===== src/hw/rtl/bcfs_pkg.sv =====
// ---------------------------------------------------------------------------
// bcfs_pkg
// Shared constants, types and the delta tile function for the tile frame
// stream decoder.
// ---------------------------------------------------------------------------
package bcfs_pkg;

  localparam int TILE_COUNT_DEF = 1000;

  localparam logic [15:0] FRAME_LIMIT_RST = 16'd6570;

  // input word kinds
  localparam logic [1:0] KIND_BYTE    = 2'd0;
  localparam logic [1:0] KIND_READ    = 2'd1;
  localparam logic [1:0] KIND_RESTART = 2'd2;

  // result word kinds
  localparam logic RES_RUN  = 1'b0;
  localparam logic RES_READ = 1'b1;

  // varint handling
  localparam logic [5:0]  SHIFT_STEP = 6'd7;
  localparam logic [5:0]  SHIFT_MAX  = 6'd28;
  localparam logic [4:0]  SHIFT_SAT  = 5'd16;
  localparam logic [15:0] COUNT_MAX  = 16'hffff;

  // angle increment per d[5:3]: 0, -1, +1, +8, -3, +3, -5, +5 (mod 16)
  localparam logic [3:0] ANGLE_STEP [8] = '{4'd0, 4'd15, 4'd1, 4'd8,
                                            4'd13, 4'd3, 4'd11, 4'd5};

  typedef struct packed {
    logic take;
    logic restart;
    logic parse;
    logic rd_issue;
    logic rd_cap;
    logic fin;
    logic key_wr;
    logic delta_rd;
    logic delta_wr;
    logic emit;
  } bcfs_cmd_t;

  typedef struct packed {
    logic [1:0] kind;
    logic       active;
    logic       run_done;
    logic       walk_go;
    logic       walk_key;
    logic       walk_last;
    logic       out_free;
  } bcfs_status_t;

  function automatic logic [7:0] delta_tile(logic [7:0] t, logic [6:0] d);
    logic [2:0] pw;
    logic [3:0] an;
    logic       ds;
    pw = t[2:0] - d[2:0];
    an = t[6:3] + ANGLE_STEP[d[5:3]];
    ds = t[7] ^ d[6];
    return {ds, an, pw};
  endfunction

endpackage


===== src/hw/rtl/bcfs_ctrl.sv =====
// ---------------------------------------------------------------------------
// bcfs_ctrl
// Sequencer for the tile frame stream decoder: takes one word, steps the
// parser, walks the tile table for a run and hands the result to the output.
// ---------------------------------------------------------------------------
module bcfs_ctrl (
  input  logic                   clk,
  input  logic                   rst_n,
  input  logic                   in_tvalid,
  output logic                   in_tready,
  input  bcfs_pkg::bcfs_status_t st,
  output bcfs_pkg::bcfs_cmd_t    cmd
);

  localparam logic [2:0] S_IDLE   = 3'd0;
  localparam logic [2:0] S_EXEC   = 3'd1;
  localparam logic [2:0] S_RDWAIT = 3'd2;
  localparam logic [2:0] S_FIN    = 3'd3;
  localparam logic [2:0] S_KWALK  = 3'd4;
  localparam logic [2:0] S_DRD    = 3'd5;
  localparam logic [2:0] S_DWR    = 3'd6;
  localparam logic [2:0] S_EMIT   = 3'd7;

  logic [2:0] state_r;
  logic [2:0] state_nxt;

  assign in_tready = (state_r == S_IDLE);

  always_comb begin
    state_nxt = state_r;
    cmd       = '0;
    unique case (state_r)
      S_IDLE: begin
        if (in_tvalid) begin
          cmd.take  = 1'b1;
          state_nxt = S_EXEC;
        end
      end
      S_EXEC: begin
        unique case (st.kind)
          bcfs_pkg::KIND_READ: begin
            cmd.rd_issue = 1'b1;
            state_nxt    = S_RDWAIT;
          end
          bcfs_pkg::KIND_RESTART: begin
            cmd.restart = 1'b1;
            state_nxt   = S_IDLE;
          end
          bcfs_pkg::KIND_BYTE: begin
            cmd.parse = st.active;
            state_nxt = (st.active && st.run_done) ? S_FIN : S_IDLE;
          end
          default: state_nxt = S_IDLE;
        endcase
      end
      S_RDWAIT: begin
        cmd.rd_cap = 1'b1;
        state_nxt  = S_EMIT;
      end
      S_FIN: begin
        cmd.fin = 1'b1;
        if (!st.walk_go) state_nxt = S_EMIT;
        else if (st.walk_key) state_nxt = S_KWALK;
        else state_nxt = S_DRD;
      end
      S_KWALK: begin
        cmd.key_wr = 1'b1;
        if (st.walk_last) state_nxt = S_EMIT;
      end
      S_DRD: begin
        cmd.delta_rd = 1'b1;
        state_nxt    = S_DWR;
      end
      S_DWR: begin
        cmd.delta_wr = 1'b1;
        state_nxt    = st.walk_last ? S_EMIT : S_DRD;
      end
      S_EMIT: begin
        if (st.out_free) begin
          cmd.emit  = 1'b1;
          state_nxt = S_IDLE;
        end
      end
      default: state_nxt = S_IDLE;
    endcase
  end

  always_ff @(posedge clk) begin
    if (!rst_n) begin
      state_r <= S_IDLE;
    end else begin
      state_r <= state_nxt;
    end
  end

endmodule


===== config.mk =====
export PLATFORM = sky130hd
export DESIGN_NAME = bcfs_ctrl
export DESIGN_NICKNAME = d
export VERILOG_FILES = /design/src/hw/rtl/bcfs_pkg.sv /design/src/hw/rtl/bcfs_ctrl.sv
export SDC_FILE = /design/constraint.sdc
export NUM_CORES = 1
export LEC_CHECK = 0
export ABC_AREA = 1
export BUFFER_PORTS_ARGS = -buffer_cell sky130_fd_sc_hd__clkbuf_2
export CORE_AREA = 5 5 42 44
export DETAILED_ROUTE_END_ITERATION = 10
export DIE_AREA = 0 0 47 49
export PLACE_DENSITY = 0.65
export REMOVE_ABC_BUFFERS = 1
export SYNTH_ARGS = -nofsm -noshare
export SYNTH_HDL_FRONTEND = slang
export SYNTH_SLANG_ARGS = --single-unit
export TNS_END_PERCENT = 10

===== constraint.sdc =====
create_clock -name clk -period 1.1 [get_ports clk]
set_clock_uncertainty 0.1 [all_clocks]
set_input_delay 0.055 -clock clk [delete_from_list [all_inputs] [get_ports clk]]
set_output_delay 0.055 -clock clk [all_outputs]
set_load 0.01 [all_outputs]

== Word-level counts from Yosys, hierarchy flattened ==
Index checks and enable logic that the tools add are counted.
Widths: inputs -> output; s select.
Storage, ports and cells
  bits in registers: 3
  bits of input ports: 11
  output and inout bits: 11
  word-level logic and storage cells: 39
Operators by class
  eq/ne operators: 12
  mux-type cells: 22
  reduce and logical (&&, ||, !) cells: 4
Operators by type and width (number)
  $pmux 3 s8: 1
  $mux 3: 5
  $mux 1: 13
  $eq 3x3->1 const B: 4
  $eq 3x2->1 const B: 2
  $ne 2x2->1 const B: 3
  $mux 2: 2
  $pmux 2 s2: 1
  $eq 3x1->1 const B: 1
  $logic_not 3->1: 1
  $reduce_and 3->1: 1
  $eq 2x1->1 const B: 1
  $eq 2x2->1 const B: 1
  $logic_not 2->1: 1
  $logic_and 1x1->1: 1

== Logic depth before layout (Yosys ltp) ==
Gate-level depths: netlist (run 1).
  depth after elaboration: 4
  mapped depth: 8
  gate-level depth less buffers: 8

== Worst setup path after synthesis (run 1) ==
OpenSTA, ideal clock, no wires.
  kind: flip-flop to flip-flop
  from: register state_r[0]
  to: register state_r[0]
  setup time: 0.117 ns
  arrival: 0.872 ns
  data required time: 0.883 ns
  path slack: 0.010 ns
  cell stages (with the launch flop): 8
  buffers on the path: 1
  period minus slack after synthesis: 1.090 ns
  cells stage by stage: dfxtp_1 > buf_6 > nor2_2 > nand2_2 > o21ai_1 > inv_1 > nand2_1 > a21oi_1
Between the ends
  longest elaborated chain between the ends: 3
  elaborated cells between the ends (all ways): 13
  those cells by class: 10 x eq/ne; 1 x mux; 2 x reduce/logical
RTL lines
  from (decl): line bcfs_ctrl.sv:24  | logic [2:0] state_r;
  from (signal assigned): line bcfs_ctrl.sv:92  | state_r <= state_nxt;
  $eq 3x3->1 / $logic_not 3->1 (equally long branches): line bcfs_ctrl.sv:32  | unique case (state_r)
  $ne 2x2->1 (no line)
  $reduce_and 3->1 (no line)
Several ways; a longest one is shown, not always the timed one.
A chain may end at the register's enable or synchronous reset.

==> reports/qor.log, run 1 <==
qor: status.status finished, violations left
qor: status.failing_checks negative setup slack
qor: layout.antenna_cells_inserted 0
qor: grt.wire_length_of_the_first_global_routing_pass 1930 µm
qor: clocking.clk_pin_slew_worst_paths 0.04 ns
qor: floorplan.floorplan.die_area 2300 µm²
qor: placement.dp_hpwl 778 µm
qor: route.vias_per_cell 4.27
qor: logic_synthesis.synth_cell_types 18
qor: clocking.clock_latency 0.25 ns
qor: critical_path.cp_num_buf_inv 4
qor: route.vias 495
qor: clocking.cts_buffer_depth 2
qor: grt.grt_util_met3 2.21%
qor: critical_path.regToRegSetupSlack -0.18 ns
qor: critical_path.ff2ff_path_depth 8
qor: clocking.clock_sinks 3
qor: sta.endpoints_failing_hold 0
qor: logic_synthesis.yosysWarnings 0
qor: floorplan.core_area 1400 µm²
qor: power_and_ir_drop.static-leakage-power 0.372 nW
qor: route.drt_iter0_drc 0
qor: critical_path.critical_path.startpoint state_r[2]$_SDFFE_PN0P_
qor: route.drt-wirelength-per-cell 9.25 µm
qor: critical_path.setup.worst_path.end_class output port
qor: route.ant_nets 0
qor: power_and_ir_drop.report.power.total 0.796 mW
qor: floorplan.fp-row-count 14
qor: clocking.ctsRootBufferMaster clkbuf_4
qor: critical_path.setup.worst_path.end cmd[6]
qor: clocking.cts_tree done
qor: sta.period_utilization 120%
qor: grt.groute.layer.met1.usage 13.4%
qor: critical_path.critical_path_required 0.94 ns
qor: layout.num-nets-final 112
qor: placement.pre_cts_ws -0.0663 ns
qor: layout.top_register state_r
qor: floorplan.start_util 26.0%
qor: critical_path.cp_cell_sequence buf_6 -> inv_8 -> nand3_4 -> nor2_4 -> buf_6 -> buf_6
qor: logic_synthesis.mapped_cell_area 364 µm²
qor: layout.fillCellCount 153
qor: floorplan.boundaryPins 22
qor: critical_path.critPathMostFrequentCell buf_6
qor: critical_path.cpMaxStageDelayCell dfxtp_2
qor: sta.maxSlewViolCount 0
qor: critical_path.critPathLaunchType flop
qor: sta.grt_setup_unrepaired yes
qor: grt.grtUsageTotal 11.2%
qor: critical_path.worstSetupPathDepth 6
qor: logic_synthesis.synth-seq-area-share 16.5%
qor: critical_path.worstSetupPathType reg2out
qor: layout.area.growth.synth_to_final 91.4%
qor: sta.setup_slack -0.221 ns
qor: logic_synthesis.post_synth.cell_area_avg 5.78 µm²
qor: critical_path.timing.critical_path.slowest_cell_delay 0.32 ns
qor: sta.slew_headroom 88.9%
qor: route.drt_first_pass_iters 1
qor: logic_synthesis.netlist_instances 63
qor: critical_path.crit-reg2reg-launch state_r[2]$_SDFFE_PN0P_
qor: floorplan.die_w 47 µm
qor: grt.gr-usage-met2 18.1%
qor: grt.number_of_antenna_violations_at_the_first_check_in_global_routing 0
qor: grt.first_global_vias 480
qor: layout.flip_flop_count_of_the_largest_register_after_layout 3
qor: logic_synthesis.synth-seq-cells 3
qor: critical_path.cp.arrival 1.17 ns
qor: sta.layout_min_cycle_time 1.32 ns
qor: sta.totalNegativeSetupSlack -2.02 ns
qor: placement.buffer_ports.inserted 21
qor: sta.worstMarginPinSlew 0.165 ns
qor: grt.grt_start_max_net_pins 6
qor: layout.reg_top3 state_r: 3 flops
qor: power_and_ir_drop.max-vdd-ir-drop 0.603 mV
qor: power_and_ir_drop.power_density 1140 nW/µm²
qor: critical_path.r2r_end state_r[1]$_SDFFE_PN0P_
qor: grt.globalRoute.busiestLayer met2
qor: clocking.cts_buffers 3
qor: sta.setup_viol 13
qor: critical_path.category_of_cells_accounting_for_the_largest_share_of_critical_path_delay buffers and inverters
qor: placement.gp_routability_congestion 0.867
qor: layout.ratio_of_cells_with_drive_above_1_in_the_final_layout 58.0%
qor: clocking.htree_levels 1
qor: grt.grt_remaining_overflow 0
qor: route.drt-total-wl 1070 µm
qor: run.maxCapViolations 0
qor: critical_path.path_max_fanout 4
qor: sta.max_clk_rate 757 MHz
qor: floorplan.die_h 49 µm
qor: hold_path.worst_hold_check_path_type in2reg
qor: route.drc 0
==> metal layers <==
| metal | wire (µm) | share of wire, % |
|---|---|---|
| met1 | 371 | 35 |
| met2 | 612 | 57 |
| met3 | 66 | 6.2 |
| met4 | 23 | 2.1 |
| met5 | 0 | 0 |
==> cells in the final DEF, fill, tap and decap left out, drive strengths merged <==
cell          n
nand2        17
dfxtp         3
o21ai         2
inv          12
clkbuf       16
buf          22
nor3          3
nor2         19
a21oi         1
dlygate4sd3   1
nand3         3
nand4         1
==> report_power, final <==
part / internal [mW] / total [mW] / switching [mW]
clock network: 0.137 / 0.210 / 0.0729
registers: 0.126 / 0.147 / 0.0206
logic: 0.229 / 0.439 / 0.210
==> tightest hold or removal path, cell delays in order <==
cell and delay [ns]:
clkbuf_2 0.08, inv_1 0.08, nor3_2 0.05, nor2_1 0.09
==> worst min-delay path by stage <==
stage,cells after the start,from,slack [ns],end
floorplan,1,st[6],0.06,cmd[8]
global placement,3,rst_n,0.21,state_r[0]$_SDFFE_PN0P_
detailed placement,3,rst_n,0.21,state_r[0]$_SDFFE_PN0P_
CTS,4,st[0],0.03,state_r[2]$_SDFFE_PN0P_
global route,4,st[0],0.11,state_r[2]$_SDFFE_PN0P_
finish,4,st[0],0.05,state_r[2]$_SDFFE_PN0P_
==> what timing repair did <==
action,in CTS,in global routing
pin swaps,3,1
hold endpoints to repair,2,0
hold buffers,1,0
setup buffers,5,0
gates cloned,0,0
setup endpoints to repair,13,13
gates resized for setup,15,20
==> synthesized netlist by cell type <==
library cell,number,share of area (%)
nand3_4,1,4.8
nand2_1,15,15
inv_6,1,2.4
inv_1,10,10
nor3_2,1,2.7
o21ai_0,1,1.4
nor3_1,2,2.7
nor2_4,1,3.1
nand3_1,2,2.7
nor2_1,12,12
nor2_2,6,10
o21ai_1,1,1.4
a21oi_1,1,1.4
buf_6,2,6.2
dfxtp_1,3,16
nand4_1,1,1.7
inv_2,1,1.0
nand2_2,2,3.4
==> through the flow <==
step                hold slack [ns]  instance area [µm²]  instances  utilization [%]
finish                       0.0498                  697        116             49.7
global placement              0.211                  527        106             37.6
detailed placement            0.209                  527        106             37.6
CTS                          0.0331                  641        116             45.7
floorplan                    0.0607                  342         61                -
global route                  0.111                  697        116             49.7
==> logic make-up after synthesis <==
family / synth area share, %
AOI/OAI and AO/OA: 4.12
buffers and inverters: 19.9
DFF: 16.5
and+or+nand+nor: 59.5
==> cell type report <==
class                   count  area, µm²  share of cell area [%]
repair buffers             35        256                    36.8
clock buffers               4       26.3                    3.77
flip-flops and latches      3       68.8                    9.87
well taps                  16       20.0                    2.87
inverters                  12       55.1                    7.90
multi-input cells          46        270                    38.8
Power figures use the tool's default switching activity.
==> run 2, diff against run 1 <==
--- a/config.mk
+++ b/config.mk
@@ -6,10 +6,11 @@
 export NUM_CORES = 1
 export LEC_CHECK = 0
 export ABC_AREA = 1
-export BUFFER_PORTS_ARGS = -buffer_cell sky130_fd_sc_hd__clkbuf_2
+export BUFFER_PORTS_ARGS = -buffer_cell sky130_fd_sc_hd__buf_2
 export CORE_AREA = 5 5 42 44
 export DETAILED_ROUTE_END_ITERATION = 10
 export DIE_AREA = 0 0 47 49
+export GPL_ROUTABILITY_DRIVEN = 0
 export PLACE_DENSITY = 0.65
 export REMOVE_ABC_BUFFERS = 1
 export SYNTH_ARGS = -nofsm -noshare
==> run 2 against run 1 <==
  * The flow still finishes with violations (negative setup slack)
  * Routed wire length is 5.1% higher
  * Hold slack better by 0.045 ns
  * Die area stayed put
  * Sequential cell count stayed put
  * Combinational power is 4.6% lower
  * Global-route usage stayed put
  * Total power is 4.0% lower
  * Non-clock buffer count is 3 lower
  * Cell count is 2.6% lower
  * Critical endpoint is now cmd[7]
  * Largest cell class unchanged
  * Largest power group unchanged
  * Highest routed layer unchanged
==> reports/qor.log, run 2 (synthesis results as in run 1) <==
qor: power_and_ir_drop.report.power.total 0.764 mW [-4.0%]
qor: sta.maxSlewViolCount 0 [unchanged]
qor: grt.first_global_vias 504 [+5.0%]
qor: floorplan.fp-row-count 14 [unchanged]
qor: sta.setup_slack -0.197 ns [+0.0239 ns]
qor: floorplan.start_util 26.0% [unchanged]
qor: critical_path.critPathMostFrequentCell buf_6
qor: sta.worstMarginPinSlew 0.162 ns [-0.00228 ns]
qor: critical_path.critPathLaunchType flop
qor: floorplan.die_w 47 µm [unchanged]
qor: power_and_ir_drop.max-vdd-ir-drop 0.590 mV [-2.2%]
qor: sta.layout_min_cycle_time 1.30 ns [-0.0239 ns]
qor: clocking.clock_sinks 3 [unchanged]
qor: critical_path.path_max_fanout 4 [unchanged]
qor: grt.grtUsageTotal 11.2% [unchanged]
qor: floorplan.core_area 1400 µm² [unchanged]
qor: clocking.cts_buffer_depth 2 [unchanged]
qor: sta.period_utilization 118% [-2.2 points]
qor: clocking.htree_levels 1 [unchanged]
qor: grt.wire_length_of_the_first_global_routing_pass 1950 µm [+1.4%]
qor: sta.setup_viol 13 [unchanged]
qor: layout.post_route_standard_cell_area_excluding_fillers 662 µm² [-5.0%]
qor: placement.dp_cells 105 [-0.94%]
qor: critical_path.cpMaxStageDelayCell dfxtp_2
qor: critical_path.timing.critical_path.slowest_cell_delay 0.32 ns [about the same]
qor: floorplan.boundaryPins 22 [unchanged]
qor: floorplan.die_h 49 µm [unchanged]
qor: layout.stdcell_count 113 [-2.6%]
qor: layout.flip_flop_count_of_the_largest_register_after_layout 3 [unchanged]
qor: power_and_ir_drop.power_density 1150 nW/µm² [+1.0%]
qor: clocking.clk_pin_slew_worst_paths 0.04 ns [about the same]
qor: route.drt_first_pass_iters 4 [+3]
qor: status.status finished, violations left
qor: grt.grt_start_max_net_pins 8 [+2]
qor: floorplan.floorplan.die_area 2300 µm² [unchanged]
qor: grt.number_of_antenna_violations_at_the_first_check_in_global_routing 0 [unchanged]
qor: layout.reg_top3 state_r: 3 flops
qor: placement.dp_hpwl 824 µm [+6.0%]
qor: clocking.ctsRootBufferMaster clkbuf_4
qor: layout.top_register state_r
qor: sta.max_clk_rate 771 MHz [+1.8%]
qor: route.drt-total-wl 1130 µm [+5.1%]
qor: hold_path.worst_hold_check_path_type in2reg
qor: sta.endpoints_failing_hold 0 [unchanged]
qor: clocking.cts_buffers 3 [unchanged]
qor: critical_path.setup.worst_path.end_class output port
qor: sta.totalNegativeSetupSlack -1.94 ns [+0.0831 ns]
qor: layout.post-route-util 47.2% [-2.5 points]
qor: layout.area.growth.synth_to_final 81.8%
qor: layout.num-nets-final 109 [-2.7%]
qor: layout.ratio_of_cells_with_drive_above_1_in_the_final_layout 55.7% [-2.3 points]
qor: route.vias 504 [+1.8%]
qor: route.drc 0 [unchanged]
qor: grt.grt_remaining_overflow 0 [unchanged]
qor: layout.antenna_cells_inserted 0 [unchanged]
qor: sta.grt_setup_unrepaired yes
qor: run.maxCapViolations 0 [unchanged]
qor: route.drt-wirelength-per-cell 9.98 µm [+7.9%]
qor: route.ant_nets 0 [unchanged]
qor: route.drt_iter0_drc 6 [+6]
qor: status.failing_checks negative setup slack
qor: sta.slew_headroom 89.1% [+0.12 points]
qor: critical_path.cp.arrival 1.14 ns [-0.03 ns]
qor: layout.layout.cells.most_common_list buf_2, nand2_1, inv_1, nor2_1, buf_6
qor: power_and_ir_drop.static-leakage-power 0.360 nW [-3.2%]
qor: clocking.cts_tree done
qor: placement.dpl_cell_area 519 µm² [-1.4%]
qor: clocking.clock_latency 0.24 ns [about the same]
qor: layout.layout_commonest_cell buf_2
qor: route.vias_per_cell 4.46 [+4.5%]
qor: placement.buffer_ports.inserted 21 [unchanged]
qor: critical_path.worstSetupPathType reg2out
qor: critical_path.critical_path_required 0.94 ns [about the same]
qor: critical_path.cp_cell_sequence buf_6 -> inv_8 -> nand3_4 -> buf_6 -> nor2_4 -> buf_6
## run 2: through the flow
| step | hold slack (ns) | setup WS (ns) |
|---|---|---|
| global placement | 0.222 | -0.0551 |
| global route | 0.117 | -0.259 |
| finish | 0.0950 | -0.197 |
| CTS | 0.0535 | -0.227 |
| floorplan | 0.0607 | -0.0983 |
| detailed placement | 0.217 | -0.0537 |
## run 2: area by class of cell
| cell class | count | area, µm² |
|---|---|---|
| repair buffers | 32 | 225 |
| fillers | 164 | 739 |
| flip-flops and latches | 3 | 66.3 |
| inverters | 12 | 52.6 |
| clock buffers | 4 | 26.3 |
| multi-input cells | 46 | 272 |
| well taps | 16 | 20.0 |
## run 2: worst paths after layout
kind                                         startpoint                 endpoint  slack [ns]  cells past startpoint
worst max-delay path            state_r[2]$_SDFFE_PN0P_                   cmd[7]       -0.20                      6
worst min-delay path                              st[0]  state_r[2]$_SDFFE_PN0P_        0.09                      4
worst min register to register  state_r[1]$_SDFFE_PN0P_  state_r[2]$_SDFFE_PN0P_        0.50                      2
worst max register to register  state_r[2]$_SDFFE_PN0P_  state_r[1]$_SDFFE_PN0P_       -0.14                      9
## run 2: where the power goes
group,total (mW),internal [mW],switching (mW)
Combinational,0.419,0.208,0.211
Clock,0.203,0.137,0.0667
Sequential,0.142,0.126,0.0161
## run 2: per-layer routing
metal  GRT usage (%)  wire length [µm]  share of wire [%]  vias to the layer above
met5               0                 0                  0                        -
met4            6.91                15                1.3                        0
met3            1.11                94                8.3                        2
met2            19.2               662                 59                       15
met1            12.3               356                 32                      231
li1                -                 -                  -                      256
## run 2: critical path, delay by kind of cell, from the launching register on
family                 cells  cell delay, ns
buffers and inverters      4            0.42
DFF                        1            0.32
and+or+nand+nor            2            0.15
## run 2: what timing repair did
action / 4_1_cts / 5_1_grt
setup buffers: 3 / 0
resized for setup: 6 / 16
setup endpoints to repair: 13 / 13
hold endpoints to repair: 2 / 0
pin swaps: 2 / 2
hold buffers: 1 / 0
